==> config.mk <==
export PLATFORM = sky130hd
export DESIGN_NAME = usb_device_allowlist_guard_flat
export DESIGN_NICKNAME = d
export VERILOG_FILES = /design/src/sv/uag_pkg.sv /design/src/sv/uag_ifs.sv /design/src/sv/uag_ctrl.sv /design/src/sv/uag_dp.sv /design/src/sv/usb_device_allowlist_guard.sv /design/src/flat_wrapper.sv
export SDC_FILE = /design/constraint.sdc
export NUM_CORES = 1
export LEC_CHECK = 0
export BUFFER_PORTS_ARGS = -buffer_cell sky130_fd_sc_hd__buf_2
export CAP_MARGIN = 0
export CORE_MARGIN = 2
export CORE_UTILIZATION = 45
export CTS_BUF_LIST = sky130_fd_sc_hd__clkbuf_4 sky130_fd_sc_hd__clkbuf_8 sky130_fd_sc_hd__clkbuf_16
export CTS_CLUSTER_SIZE = 16
export DETAILED_ROUTE_END_ITERATION = 12
export SYNTH_ARGS = -nofsm -noshare
export SYNTH_HDL_FRONTEND = slang
export SYNTH_SLANG_ARGS = --single-unit
==> constraint.sdc <==
create_clock -name clk -period 3 [get_ports clk]
set_input_delay 0.75 -clock clk [delete_from_list [all_inputs] [get_ports clk]]
set_output_delay 0.75 -clock clk [all_outputs]
set_load 0.005 [all_outputs]
==> src/sv/uag_pkg.sv <==
//------------------------------------------------------------------------------
// uag_pkg
// Shared constants, types and helpers of the device allow-list guard.
//------------------------------------------------------------------------------
`default_nettype none

package uag_pkg;

	localparam int TABLE_ENTRIES = 16;
	localparam int IDX_W = (TABLE_ENTRIES > 1) ? $clog2(TABLE_ENTRIES) : 1;
	localparam int CNT_W = $clog2(TABLE_ENTRIES + 1);

	localparam logic [1:0] CMD_CLEAR = 2'd0;
	localparam logic [1:0] CMD_ALLOW = 2'd1;
	localparam logic [1:0] CMD_START = 2'd2;
	localparam logic [1:0] CMD_IFACE = 2'd3;

	localparam logic [2:0] REPLY_CLEARED = 3'd0;
	localparam logic [2:0] REPLY_ADDED   = 3'd1;
	localparam logic [2:0] REPLY_EXISTED = 3'd2;
	localparam logic [2:0] REPLY_FULL    = 3'd3;
	localparam logic [2:0] REPLY_VERDICT = 3'd4;

	localparam logic [7:0] CLS_PER_IFACE = 8'h00;
	localparam logic [7:0] CLS_STORAGE   = 8'h08;
	localparam logic [7:0] CLS_COMM      = 8'h02;
	localparam logic [7:0] CLS_CDC_DATA  = 8'h0A;
	localparam logic [7:0] CLS_APP       = 8'hFE;
	localparam logic [7:0] CLS_VENDOR    = 8'hFF;

	typedef struct packed {
		logic load;
		logic scan;
		logic exec;
	} ctl_cmd_t;

	typedef struct packed {
		logic [1:0] cmd;
		logic       count_zero;
		logic       idx_last;
		logic       out_busy;
	} dp_status_t;

	function automatic logic class_dangerous(input logic [7:0] cls);
		logic d;
		case (cls)
			CLS_STORAGE,
			CLS_COMM,
			CLS_CDC_DATA,
			CLS_APP,
			CLS_VENDOR: d = 1'b1;
			CLS_PER_IFACE: d = 1'b0;
			default: d = 1'b0;
		endcase
		return d;
	endfunction

endpackage

`default_nettype wire

==> src/sv/uag_ifs.sv <==
//------------------------------------------------------------------------------
// uag_ifs
// Request and reply channels of the device allow-list guard.
//------------------------------------------------------------------------------
`default_nettype none

interface uag_req_if;
	logic        valid;
	logic        ready;
	logic [1:0]  command;
	logic [15:0] vendor_id;
	logic [15:0] product_id;
	logic [7:0]  class_code;
	logic        is_root_hub;
	logic        already_blocked;
	logic        is_last;

	modport source (
		output valid, command, vendor_id, product_id, class_code,
			is_root_hub, already_blocked, is_last,
		input ready
	);
	modport sink (
		input valid, command, vendor_id, product_id, class_code,
			is_root_hub, already_blocked, is_last,
		output ready
	);
endinterface

interface uag_rsp_if;
	logic       valid;
	logic       ready;
	logic [2:0] reply_kind;
	logic       deny;

	modport source (output valid, reply_kind, deny, input ready);
	modport sink (input valid, reply_kind, deny, output ready);
endinterface

`default_nettype wire

==> src/sv/uag_ctrl.sv <==
//------------------------------------------------------------------------------
// uag_ctrl
// Sequencer: accepts a request, scans the table when needed, then executes.
//------------------------------------------------------------------------------
`default_nettype none

module uag_ctrl
	import uag_pkg::*;
(
	input  wire logic       clk,
	input  wire logic       arst_n,
	input  wire logic       req_valid,
	output logic            req_ready,
	input  wire dp_status_t status,
	output ctl_cmd_t        cmd
);

	localparam logic [2:0] ST_IDLE  = 3'd0;
	localparam logic [2:0] ST_DISP  = 3'd1;
	localparam logic [2:0] ST_SCAN  = 3'd2;
	localparam logic [2:0] ST_DRAIN = 3'd3;
	localparam logic [2:0] ST_EXEC  = 3'd4;

	logic [2:0] state_q;
	logic [2:0] state_d;

	always_comb begin
		state_d   = state_q;
		req_ready = 1'b0;
		cmd       = '0;
		case (state_q)
			ST_IDLE: begin
				req_ready = 1'b1;
				if (req_valid) begin
					cmd.load = 1'b1;
					state_d  = ST_DISP;
				end
			end
			ST_DISP: begin
				if ((status.cmd == CMD_ALLOW || status.cmd == CMD_START) &&
				    !status.count_zero) begin
					state_d = ST_SCAN;
				end else begin
					state_d = ST_EXEC;
				end
			end
			ST_SCAN: begin
				cmd.scan = 1'b1;
				if (status.idx_last) begin
					state_d = ST_DRAIN;
				end
			end
			ST_DRAIN: begin
				state_d = ST_EXEC;
			end
			ST_EXEC: begin
				if (!status.out_busy) begin
					cmd.exec = 1'b1;
					state_d  = ST_IDLE;
				end
			end
			default: begin
				state_d = ST_IDLE;
			end
		endcase
	end

	always_ff @(posedge clk or negedge arst_n) begin
		if (!arst_n) begin
			state_q <= ST_IDLE;
		end else begin
			state_q <= state_d;
		end
	end

endmodule

`default_nettype wire

==> src/sv/uag_dp.sv <==
//------------------------------------------------------------------------------
// uag_dp
// Datapath: request registers, rule table, scan compare, device state, reply.
//------------------------------------------------------------------------------
`default_nettype none

module uag_dp
	import uag_pkg::*;
(
	input  wire logic        clk,
	input  wire logic        arst_n,
	input  wire ctl_cmd_t    cmd,
	output dp_status_t       status,
	input  wire logic [1:0]  command,
	input  wire logic [15:0] vendor_id,
	input  wire logic [15:0] product_id,
	input  wire logic [7:0]  class_code,
	input  wire logic        is_root_hub,
	input  wire logic        already_blocked,
	input  wire logic        is_last,
	output logic             out_valid,
	input  wire logic        out_ready,
	output logic [2:0]       reply_kind,
	output logic             deny
);

	logic [31:0]      mem [TABLE_ENTRIES];
	logic [31:0]      rd_data_s1;
	logic             rd_vld_s1;

	logic [1:0]       cmd_q;
	logic [15:0]      vendor_q;
	logic [15:0]      product_q;
	logic [7:0]       cls_q;
	logic             root_q;
	logic             blk_q;
	logic             last_q;

	logic [CNT_W-1:0] count_q;
	logic [IDX_W-1:0] idx_q;
	logic             hit_q;
	logic             exempt_q;
	logic             dang_q;
	logic             open_q;
	logic             out_valid_q;
	logic [2:0]       kind_q;
	logic             deny_q;

	logic [CNT_W-1:0] cnt_d;
	logic             exempt_d;
	logic             dang_d;
	logic             open_d;
	logic             res_vld;
	logic [2:0]       res_kind;
	logic             res_deny;
	logic             wr_en;
	logic             full;

	assign full = (count_q == CNT_W'(TABLE_ENTRIES));

	// request capture
	always_ff @(posedge clk) begin
		if (cmd.load) begin
			cmd_q     <= command;
			vendor_q  <= vendor_id;
			product_q <= product_id;
			cls_q     <= class_code;
			root_q    <= is_root_hub;
			blk_q     <= already_blocked;
			last_q    <= is_last;
		end
	end

	// rule table
	always_ff @(posedge clk) begin
		if (cmd.exec && wr_en) begin
			mem[count_q[IDX_W-1:0]] <= {vendor_q, product_q};
		end
		if (cmd.scan) begin
			rd_data_s1 <= mem[idx_q];
		end
	end

	always_comb begin
		cnt_d    = count_q;
		exempt_d = exempt_q;
		dang_d   = dang_q;
		open_d   = open_q;
		res_vld  = 1'b0;
		res_kind = REPLY_CLEARED;
		res_deny = 1'b0;
		wr_en    = 1'b0;
		case (cmd_q)
			CMD_CLEAR: begin
				cnt_d   = '0;
				res_vld = 1'b1;
			end
			CMD_ALLOW: begin
				res_vld = 1'b1;
				if (hit_q) begin
					res_kind = REPLY_EXISTED;
				end else if (full) begin
					res_kind = REPLY_FULL;
				end else begin
					wr_en    = 1'b1;
					cnt_d    = count_q + CNT_W'(1);
					res_kind = REPLY_ADDED;
				end
			end
			CMD_START: begin
				exempt_d = root_q | blk_q | hit_q;
				dang_d   = class_dangerous(cls_q);
				open_d   = !last_q;
				if (last_q) begin
					res_vld  = 1'b1;
					res_kind = REPLY_VERDICT;
					res_deny = !exempt_d && dang_d;
				end
			end
			default: begin
				if (open_q) begin
					dang_d = dang_q | class_dangerous(cls_q);
					if (last_q) begin
						open_d   = 1'b0;
						res_vld  = 1'b1;
						res_kind = REPLY_VERDICT;
						res_deny = !exempt_q && dang_d;
					end
				end
			end
		endcase
	end

	always_ff @(posedge clk or negedge arst_n) begin
		if (!arst_n) begin
			count_q     <= '0;
			idx_q       <= '0;
			hit_q       <= 1'b0;
			rd_vld_s1   <= 1'b0;
			exempt_q    <= 1'b0;
			dang_q      <= 1'b0;
			open_q      <= 1'b0;
			out_valid_q <= 1'b0;
		end else begin
			rd_vld_s1 <= cmd.scan;
			if (cmd.load) begin
				idx_q <= '0;
				hit_q <= 1'b0;
			end else begin
				if (cmd.scan) begin
					idx_q <= idx_q + IDX_W'(1);
				end
				if (rd_vld_s1 && rd_data_s1 == {vendor_q, product_q}) begin
					hit_q <= 1'b1;
				end
			end
			if (cmd.exec) begin
				count_q  <= cnt_d;
				exempt_q <= exempt_d;
				dang_q   <= dang_d;
				open_q   <= open_d;
			end
			if (cmd.exec && res_vld) begin
				out_valid_q <= 1'b1;
			end else if (out_ready) begin
				out_valid_q <= 1'b0;
			end
		end
	end

	// reply register
	always_ff @(posedge clk) begin
		if (cmd.exec && res_vld) begin
			kind_q <= res_kind;
			deny_q <= res_deny;
		end
	end

	assign out_valid         = out_valid_q;
	assign reply_kind        = kind_q;
	assign deny              = deny_q;
	assign status.cmd        = cmd_q;
	assign status.count_zero = (count_q == '0);
	assign status.idx_last   = ((CNT_W'(idx_q) + CNT_W'(1)) == count_q);
	assign status.out_busy   = out_valid_q && !out_ready;

endmodule

`default_nettype wire

==> src/sv/usb_device_allowlist_guard.sv <==
// clear and interface items pass the dispatch and execute states to the reply
// allow and device start first scan every table entry, unless the table is empty
// one request at a time; the table holds 16 entries
// a finished reply waits in the output register while the next request is taken
// reset: asynchronous, empties the table and closes any open device
//------------------------------------------------------------------------------
// usb_device_allowlist_guard
// Allow-list check of vendor:product pairs and device classes on attach.
//------------------------------------------------------------------------------
`default_nettype none

module usb_device_allowlist_guard
	import uag_pkg::*;
(
	input wire logic clk,
	input wire logic arst_n,
	uag_req_if.sink  req,
	uag_rsp_if.source rsp
);

	ctl_cmd_t   cmd;
	dp_status_t status;

	uag_ctrl u_ctrl (
		.clk       (clk),
		.arst_n    (arst_n),
		.req_valid (req.valid),
		.req_ready (req.ready),
		.status    (status),
		.cmd       (cmd)
	);

	uag_dp u_dp (
		.clk             (clk),
		.arst_n          (arst_n),
		.cmd             (cmd),
		.status          (status),
		.command         (req.command),
		.vendor_id       (req.vendor_id),
		.product_id      (req.product_id),
		.class_code      (req.class_code),
		.is_root_hub     (req.is_root_hub),
		.already_blocked (req.already_blocked),
		.is_last         (req.is_last),
		.out_valid       (rsp.valid),
		.out_ready       (rsp.ready),
		.reply_kind      (rsp.reply_kind),
		.deny            (rsp.deny)
	);

endmodule

`default_nettype wire
==> src/flat_wrapper.sv <==
// flat-port wrapper written by rule: the top's interface ports become plain ports
module usb_device_allowlist_guard_flat import uag_pkg::*;
  (clk, arst_n, req_valid, req_command, req_vendor_id, req_product_id, req_class_code, req_is_root_hub, req_already_blocked, req_is_last, req_ready, rsp_valid, rsp_reply_kind, rsp_deny, rsp_ready);
  uag_req_if req_i ();
  uag_rsp_if rsp_i ();
  input wire logic clk;
  input wire logic arst_n;
  input wire logic [$bits(req_i.valid)-1:0] req_valid;
  input wire logic [$bits(req_i.command)-1:0] req_command;
  input wire logic [$bits(req_i.vendor_id)-1:0] req_vendor_id;
  input wire logic [$bits(req_i.product_id)-1:0] req_product_id;
  input wire logic [$bits(req_i.class_code)-1:0] req_class_code;
  input wire logic [$bits(req_i.is_root_hub)-1:0] req_is_root_hub;
  input wire logic [$bits(req_i.already_blocked)-1:0] req_already_blocked;
  input wire logic [$bits(req_i.is_last)-1:0] req_is_last;
  output wire logic [$bits(req_i.ready)-1:0] req_ready;
  output wire logic [$bits(rsp_i.valid)-1:0] rsp_valid;
  output wire logic [$bits(rsp_i.reply_kind)-1:0] rsp_reply_kind;
  output wire logic [$bits(rsp_i.deny)-1:0] rsp_deny;
  input wire logic [$bits(rsp_i.ready)-1:0] rsp_ready;
  assign req_i.valid = req_valid;
  assign req_i.command = req_command;
  assign req_i.vendor_id = req_vendor_id;
  assign req_i.product_id = req_product_id;
  assign req_i.class_code = req_class_code;
  assign req_i.is_root_hub = req_is_root_hub;
  assign req_i.already_blocked = req_already_blocked;
  assign req_i.is_last = req_is_last;
  assign req_ready = req_i.ready;
  assign rsp_valid = rsp_i.valid;
  assign rsp_reply_kind = rsp_i.reply_kind;
  assign rsp_deny = rsp_i.deny;
  assign rsp_i.ready = rsp_ready;
  usb_device_allowlist_guard u_core (.clk(clk), .arst_n(arst_n), .req(req_i), .rsp(rsp_i));
endmodule
==> reports/metrics.cfg, run 1 <==
[drt]
drtIter0Drc=936
drcViolationCount=0
num_vias=11400
drtPass1Iterations=5
wl_per_cell_um=25.4
viasPerCell=5.60
wirelength_um=51600
ant_nets=0

[sta]
setup_viol=0
post-route-period-util_pct=83.4
fmax_mhz=400
fin_hold_ws_ps=75.8
setup_ws_ps=499
relSlewSlack_pct=27.6
fin_worst_skew_ps=26.3
tightest_slew_ps=1080
slew_violations=0
hold_viol_final=0
grt_setup_unrepaired=false
fin_crit_ps=2500

[yosys]
ys_seq_elements=611
postSynthAreaPerCell_sq_um=20.2
synth_common_cells=edfxtp_1, mux4_2, nor2_1
synth_area_sq_um=23600
ys_warn_count=0
synth_top_area_share_pct=75.5
syn_inst=1168
ys_seq_area_share_pct=77.4
synth_top_area_cell=edfxtp_1
synth_edf_count=593
synthMostInstantiatedCell=edfxtp_1
synth_cell_type_count=46
async_flop_share_pct=2.95
syn-num-nets=1226
synthTopCellsByArea=edfxtp_1, mux4_2, mux2_1
synth_flop_cell=edfxtp_1

[setup_path]
crit_top_cell=nor4_1
cp_num_buf_inv=0
cpLargestDelayFamily=simple AND/OR/NAND/NOR gates
cp.required_ps=3570
r2r-start=u_core.u_dp.vendor_q[5]$_DFFE_PP_
cpMaxStageDelayCell=nor4_1
crit_type=reg -> reg
endpoint_kind=register
crit_fanout=2
cp-start-kind=register
crit_path_cell_trace=xor2_1, nor4_1, nand4_1, nor4_1, a22o_1
slowest_delay_ps=680
worstPathArrival_ps=3070
crit_start=u_core.u_dp.vendor_q[5]$_DFFE_PP_

[global_route]
grt_overflow_total=0
grt_max_degree=61
grt_pass1_wl_um=77100
antenna_found_initial=0
grt_usage_pct=19.6
first_global_vias=11800

[place]
post-place-ws_ps=265
portBuffers=54
place_inst=1920
gp_congestion=0.751
dp_hpwl_um=30600

[clocking]
clock-root-buffer=clkbuf_16
cts_buffers=61
clock-sinks=611
clkLatencyLatePin_ps=640
cts_buffer_depth=3
ctsHoldBuffers=0
path_clk_slew_ps=60
cts-resized-gates=0
cts_tree=done
cts_setup_buffers=0
htree_num_levels=2

[floorplanning]
die_h_um=233
dieArea_sq_um=54300
initial_core_util_pct=45.7
pin_count=55
die_x_um=233
fp-row-count=83
core-area_sq_um=51600

[layout]
area_growth_pct=15.7
drive_gt1_share_pct=26.5
diodes=0
instances_no_fill=2032
fin_nets=1361

[power]
leakagePower_nw=8.75
power_mw=21.3
powerDensity_nw_per_um2=781
max-vdd-ir-drop_v=0.000511

[flow_run]
max-cap-violations=0

[status]
status=finished clean

[worst_hold_path]
hold_path_class=in -> async

-- registers in the layout, summed over array words and instances, names as in the netlist, 2 cells and up --
| signal | count |
|---|---|
| u_core.u_dp.reply_kind | 3 |
| u_core.u_dp.rd_data_s1 | 32 |
| u_core.u_dp.cmd_q | 2 |
| u_core.u_ctrl.state_q | 3 |
| u_core.u_dp.mem | 512 |
| u_core.u_dp.cls_q | 8 |
| u_core.u_dp.count_q | 5 |
| u_core.u_dp.vendor_q | 16 |
| u_core.u_dp.idx_q | 4 |
| u_core.u_dp.product_q | 16 |
-- cells by family after synthesis --
family	count (synthesis)	synth area share (%)
flip-flops	611	77.4
buffers and inverters	72	1.71
multiplexers	160	12.3
adder cells (fa/ha/maj)	9	0.478
AND/OR/NAND/NOR	129	2.69
AO/OA/AOI/OAI	149	3.97
XOR/XNOR	38	1.41
-- worst register-to-register path: stages, from the launching register on --
cell      delay [ps]
edfxtp_1         440
xor2_1           230
nor4_1           680
nand4_1          210
nor4_1           640
a22o_1           210
-- worst paths after layout --
check                                                          to  slack [ps]  cells after the start
min in group clk                u_core.u_dp.vendor_q[7]$_DFFE_PP_         280                      1
worst max-delay path                u_core.u_dp.hit_q$_DFFE_PN0P_         500                      5
max in group asynchronous        u_core.u_dp.idx_q[0]$_DFFE_PN0P_        2540                      1
worst max register to register      u_core.u_dp.hit_q$_DFFE_PN0P_         500                      5
worst min register to register     u_core.u_dp.open_q$_DFFE_PN0P_         500                      1
worst min-delay path               u_core.u_dp.dang_q$_DFFE_PN0P_          80                      1
-- layout by cell type (no fill, tap or decap), types with 5 or more instances in the layout --
cell type,netlist,layout
mux2_1,43,43
nor3_1,5,5
xor2_1,26,26
a221o_1,10,10
o21ai_0,15,15
mux4_2,96,96
clkinv_1,0,19
nor2_1,48,32
edfxtp_1,593,593
nand3_1,8,8
mux2_2,15,15
xnor2_1,12,12
buf_12,1,25
nand2_1,21,21
nor2b_1,10,9
nand4_1,7,7
a22oi_1,22,22
clkbuf_4,0,12
o22ai_1,24,24
buf_2,13,54
nor4_1,6,6
a21oi_1,29,29
o21ai_1,32,32
o221ai_1,10,10
buf_4,7,45
mux2_4,6,6
inv_1,20,19
clkinv_2,0,10
nand2b_1,8,7
nor2_4,0,16
ha_1,9,9
dfrtp_1,18,15
clkbuf_16,0,62
-- area by class of cell --
class	instances	area, sq um
fill	4004	24300
tap	680	851
multi-input combinational	485	5050
clock inverter	35	255
timing repair buffer	124	1110
sequential	611	18300
inverter	20	75.1
clock buffer	77	1680
-- routing by layer --
metal	up-vias	GRT usage [%]	wire length, um
met4	0	6.21	1180
met1	5991	27.1	22600
met3	76	3.38	2780
met2	284	31.7	25100
met5	-	0	0
li1	5037	-	-
-- power by group --
part,switching (mW),internal (mW)
clock,3.16,4.20
combinational,1.82,1.35
sequential,0.462,10.3
total,5.44,15.9
-- through the flow --
step	cell area [sq um]	utilization (%)	TNS [ps]
after global placement	25300	49.1	0
after CTS	27300	52.9	0
final	27300	52.9	0
after global routing	27300	52.9	0
after floorplan	23600	-	-107390
after detailed placement	25300	49.1	0
(Power assumes the default switching activity.)
==> run 2: changes to the inputs <==
--- a/config.mk
+++ b/config.mk
@@ -5,6 +5,7 @@
 export SDC_FILE = /design/constraint.sdc
 export NUM_CORES = 1
 export LEC_CHECK = 0
+export ABC_AREA = 1
 export BUFFER_PORTS_ARGS = -buffer_cell sky130_fd_sc_hd__buf_2
 export CAP_MARGIN = 0
 export CORE_MARGIN = 2
==> constraint.sdc (replaced) <==
create_clock -name clk -period 2.6 [get_ports clk]
set_input_delay 0.65 -clock clk [delete_from_list [all_inputs] [get_ports clk]]
set_output_delay 0.65 -clock clk [all_outputs]
set_load 0.005 [all_outputs]
==> run 2 against run 1 <==
Net effect: clock skew rose by 6.5 ps; clock power grew 28%; first-iteration DRC count rose by 64%; design area grew 4.4%; die area grew 2.9%; sequential cell count did not move; critical endpoint is now u_core.u_dp.mem[6][24]$_DFFE_PP_; largest power group unchanged; highest routed layer unchanged.
==> reports/metrics.cfg, run 2 <==
[global_route]
grt_overflow_total=0
first_global_vias=15000
antenna_found_initial=0
grt_pass1_wl_um=94300
grt_max_degree=80
grt_usage_pct=22.8

[yosys]
synth_cell_type_count=33
synthMostInstantiatedCell=edfxtp_1
synth_top_area_share_pct=73.3
synth_top_area_cell=edfxtp_1
synth_flop_cell=edfxtp_1
async_flop_share_pct=2.95
synthTopCellsByArea=edfxtp_1, nor2_1, nand2_1
ys_warn_count=0
synth_common_cells=edfxtp_1, nor2_1, nand2_1
syn-num-nets=1967
synth_area_sq_um=24300
synth_edf_count=593
postSynthAreaPerCell_sq_um=12.7
ys_seq_area_share_pct=75.2
syn_inst=1909
ys_seq_elements=611

[setup_path]
worstPathArrival_ps=2700
cp-start-kind=register
crit_type=reg -> reg
rrSetupSlack_ps=180
cpMaxStageDelayCell=dfrtp_1
slowest_delay_ps=420
cp_num_buf_inv=2
crit_path_cell_trace=inv_1, ha_1, nand3_1, nand2_1, nand2_1, nand2_1, nor2_2, nand2_1, nor2_4, buf_4
crit_top_cell=nand2_1
cpLargestDelayFamily=simple AND/OR/NAND/NOR gates
crit_start=u_core.u_dp.count_q[0]$_DFFE_PN0P_
r2r-start=u_core.u_dp.count_q[0]$_DFFE_PN0P_
crit_fanout=15
endpoint_kind=register
cp.required_ps=2870

[layout]
drive_gt1_share_pct=14.4
final-seq-area_sq_um=18300
fin_nets=2096
area_growth_pct=17.3
multi_input_area_sq_um=5340
fillers=4543
largest_reg_flops=512
mostFrequentLayoutCells=edfxtp_1, nor2_1, nand2_1, o21ai_0, inv_1
diodes=0
layout_commonest_cell=edfxtp_1

[drt]
ant_nets=0
wl_per_cell_um=22.6
drcViolationCount=0
num_vias=15400
viasPerCell=5.53
drtIter0Drc=1539
drtPass1Iterations=5
wirelength_um=62900

[floorplanning]
core-area_sq_um=53600
pin_count=55
initial_core_util_pct=45.3
die_x_um=236
fp-row-count=85
dieArea_sq_um=55800
die_h_um=236

[sta]
fin_worst_skew_ps=32.9
relSlewSlack_pct=36.2
fmax_mhz=413
post-route-period-util_pct=93.1
setup_ws_ps=179
slew_violations=0
tightest_slew_ps=956
grt_setup_unrepaired=false
finalSetupTns_ps=0
fin_crit_ps=2420
setup_viol=0
hold_viol_final=0

[worst_hold_path]
hp-start=req_product_id[7]
hold_path_class=in -> reg

[power]
max-vdd-ir-drop_v=0.000522
powerDensity_nw_per_um2=944
leakagePower_nw=9.99
power_mw=26.9

[status]
status=finished clean

[place]
gp_congestion=0.833
portBuffers=54
dp_hpwl_um=38600
post-place-ws_ps=162

[clocking]
clock-root-buffer=clkbuf_16
cts_setup_buffers=0
clkLatencyLatePin_ps=620
cts_buffers=68
cts_buffer_depth=3
ctsHoldBuffers=1
cts-resized-gates=0
cts_tree=done
htree_num_levels=3
path_clk_slew_ps=60
clock-sinks=611

[flow_run]
max-cap-violations=0

run 2: cell count changes in the layout (fill, tap and decap cells not counted), sizes merged, moves of 18 or more:
cell | previous run | this run
o31ai | 2 | 34
a22oi | 22 | 0
o21ai | 47 | 224
mux2 | 64 | 0
nor2 | 48 | 339
mux4 | 96 | 0
inv | 21 | 87
a21oi | 29 | 47
xor2 | 26 | 8
o22ai | 24 | 52
nand3 | 8 | 50
nand2 | 21 | 289
buf | 124 | 162
run 2: logic make-up after synthesis:
| kind of cell | Yosys count | share of synthesized area, % |
|---|---|---|
| and+or+nand+nor | 691 | 11.1 |
| DFF | 611 | 75.2 |
| AOI/OAI and AO/OA | 391 | 9.11 |
| buffers and inverters | 187 | 3.44 |
| xor gates and xnor gates | 20 | 0.721 |
| adders and majority gates | 9 | 0.464 |
run 2: worst paths after layout:
kind                       cells past startpoint                                  to
max                                           10    u_core.u_dp.mem[6][24]$_DFFE_PP_
min                                            1  u_core.u_dp.product_q[7]$_DFFE_PP_
max reg2reg                                   10    u_core.u_dp.mem[6][24]$_DFFE_PP_
min reg2reg                                    1      u_core.u_dp.open_q$_DFFE_PN0P_
max in group asynchronous                      2    u_core.u_dp.idx_q[0]$_DFFE_PN0P_
min in group asynchronous                      2      u_core.u_dp.open_q$_DFFE_PN0P_
run 2: through the flow:
| step | instance area (sq um) | util, % | std cells | hold WS [ps] |
|---|---|---|---|---|
| floorplan | 24400 | - | 1909 | 354 |
| global placement | 26300 | 49.0 | 2663 | 478 |
| detailed placement | 26300 | 49.0 | 2663 | 488 |
| CTS | 28500 | 53.1 | 2786 | 178 |
| global route | 28500 | 53.1 | 2786 | 195 |
| finish | 28500 | 53.1 | 2786 | 216 |
run 2: metal layers:
| metal | GRT usage [%] | routed length, um | vias to the layer above |
|---|---|---|---|
| met4 | 7.92 | 1750 | 0 |
| met5 | 0 | 0 | - |
| met3 | 3.58 | 3930 | 105 |
| met2 | 36.4 | 29900 | 573 |
| li1 | - | - | 7083 |
| met1 | 31.9 | 27400 | 7649 |
run 2: area by class of cell:
class                      count  share of cell area, %
tap                          696                   3.06
clock inverter                32                   1.00
sequential                   611                   64.1
timing repair buffer         163                   5.19
clock buffer                  90                   6.74
multi-input combinational   1111                   18.8
inverter                      83                   1.11
run 2: power breakdown:
part | switching, mW | internal, mW | leakage, nW
Combinational | 3.61 | 1.59 | 3.31
Clock | 3.82 | 5.62 | 1.10
Sequential | 0.471 | 11.8 | 5.58
==> run 3: changes to the inputs <==
--- a/config.mk
+++ b/config.mk
@@ -13,6 +13,7 @@
 export CTS_BUF_LIST = sky130_fd_sc_hd__clkbuf_4 sky130_fd_sc_hd__clkbuf_8 sky130_fd_sc_hd__clkbuf_16
 export CTS_CLUSTER_SIZE = 16
 export DETAILED_ROUTE_END_ITERATION = 12
+export MAX_ROUTING_LAYER = met4
 export SYNTH_ARGS = -nofsm -noshare
 export SYNTH_HDL_FRONTEND = slang
 export SYNTH_SLANG_ARGS = --single-unit
==> run 3 against run 2 <==
Net effect: sequential share of layout area unchanged; sequential power about the same; via count decreased by 0.21%; final cell count unchanged; register-to-register slack about the same; total power about the same; clock power about the same; clock skew about the same; critical path type unchanged.
==> reports/metrics.cfg, run 3 (same netlist as run 2, synthesis figures left out) <==
[global_route]
grt_usage_pct=23.5
antenna_found_initial=0
grt_max_degree=80
grt_pass1_wl_um=94400
grt_overflow_total=0
first_global_vias=15000

[sta]
post-route-period-util_pct=93.2
setup_ws_ps=178
hold_viol_final=0
fin_worst_skew_ps=32.9
relSlewSlack_pct=35.0
grt_setup_unrepaired=false
fmax_mhz=413
tightest_slew_ps=976
fin_crit_ps=2420
fin_hold_ws_ps=214
setup_viol=0
slew_violations=0

[clocking]
clkLatencyLatePin_ps=620
path_clk_slew_ps=50
cts_buffer_depth=3
cts_buffers=68
htree_num_levels=3
clock-sinks=611
cts_tree=done
clock-root-buffer=clkbuf_16

[layout]
diodes=0
mostFrequentLayoutCells=edfxtp_1, nor2_1, nand2_1, o21ai_0, inv_1
largest_reg_flops=512
instances_no_fill=2786
fin_util_pct=53.1
drive_gt1_share_pct=14.4
area_growth_pct=17.3
layout_commonest_cell=edfxtp_1
final_area_sq_um=28500
fin_nets=2096

[power]
powerDensity_nw_per_um2=944
max-vdd-ir-drop_v=0.000521
leakagePower_nw=9.99

[setup_path]
critPathCapture=u_core.u_dp.mem[6][28]$_DFFE_PP_
r2r-end=u_core.u_dp.mem[6][28]$_DFFE_PP_
crit_fanout=15
cp-start-kind=register
ff2ff_path_depth=10
rrSetupSlack_ps=180
cp.required_ps=2880
worstPathArrival_ps=2700
crit_type=reg -> reg
r2r-start=u_core.u_dp.count_q[0]$_DFFE_PN0P_
endpoint_kind=register
crit_start=u_core.u_dp.count_q[0]$_DFFE_PN0P_

[floorplanning]
initial_core_util_pct=45.3
dieArea_sq_um=55800
fp-row-count=85
die_h_um=236
core-area_sq_um=53600
die_x_um=236
pin_count=55

[place]
post-place-ws_ps=162
placed_area_sq_um=26300
gp_congestion=0.845
place_inst=2663
dp_hpwl_um=38600
portBuffers=54

[drt]
drtIter0Drc=1534
wl_per_cell_um=22.6
drtPass1Iterations=5
ant_nets=0
num_vias=15400
viasPerCell=5.52
drcViolationCount=0
wirelength_um=62900

[status]
status=finished clean

[worst_hold_path]
hold_path_class=in -> reg

[flow_run]
max-cap-violations=0

==> run 3: cell counts in the layout (fill, tap and decap cells not counted) <==
Identical to the previous run, type by type.
==> run 3: metal layers <==
metal	GRT usage, %	vias to the layer above	share of wire [%]
li1	-	7088	-
met1	32.0	7650	44
met2	36.6	539	47
met3	3.42	101	6.1
met4	7.63	0	2.6
met5	-	-	0
==> run 3: metrics by stage <==
| stage | TNS (ps) | total power, mW |
|---|---|---|
| 5_1_grt | 0 | 28.0 |
| 4_1_cts | 0 | 27.0 |
| 2_1_floorplan | -43570 | 15.5 |
| 6_report | 0 | 26.9 |
| 3_5_place_dp | 0 | 17.6 |
| 3_3_place_gp | 0 | 17.5 |
==> run 3: final cells by class <==
cell class                 instances  area [sq um]
multi-input combinational       1111          5340
sequential                       611         18300
tap                              696           871
clock buffer                      90          1920
clock inverter                    32           285
fill                            4543         25100
inverter                          83           317
timing repair buffer             163          1480
==> run 3: worst min path at each step <==
stage | start | to | slack (ps) | depth (start not counted)
floorplan | arst_n | u_core.u_ctrl.state_q[0]$_DFFE_PN0P_ | 350 | 0
global placement | u_core.u_dp.exempt_q$_DFFE_PN0P_ | u_core.u_dp.exempt_q$_DFFE_PN0P_ | 480 | 2
detailed placement | u_core.u_dp.exempt_q$_DFFE_PN0P_ | u_core.u_dp.exempt_q$_DFFE_PN0P_ | 490 | 2
CTS | req_product_id[3] | u_core.u_dp.product_q[3]$_DFFE_PP_ | 180 | 1
global route | req_vendor_id[14] | u_core.u_dp.vendor_q[14]$_DFFE_PP_ | 190 | 1
finish | req_product_id[7] | u_core.u_dp.product_q[7]$_DFFE_PP_ | 210 | 1
==> run 3: repair_timing <==
action                    in CTS  in global routing
gates resized for setup        0                  0
hold buffers                   1                  0
buffers inserted               0                  0
hold endpoints to repair      18                  0
==> run 3: report_power, final <==
| part | internal (mW) | total [mW] | leakage [nW] | switching [mW] |
|---|---|---|---|---|
| logic | 1.59 | 5.20 | 3.31 | 3.61 |
| registers | 11.8 | 12.3 | 5.58 | 0.473 |
| clock network | 5.62 | 9.44 | 1.10 | 3.82 |
==> run 3: worst max-delay path: stages, from the launching register on <==
cell and delay [ps]:
dfrtp_1 420, inv_1 130, ha_1 260, nand3_1 100, nand2_1 50, nand2_1 70, nand2_1 90, nor2_2 190
nand2_1 290, nor2_4 210, buf_4 280
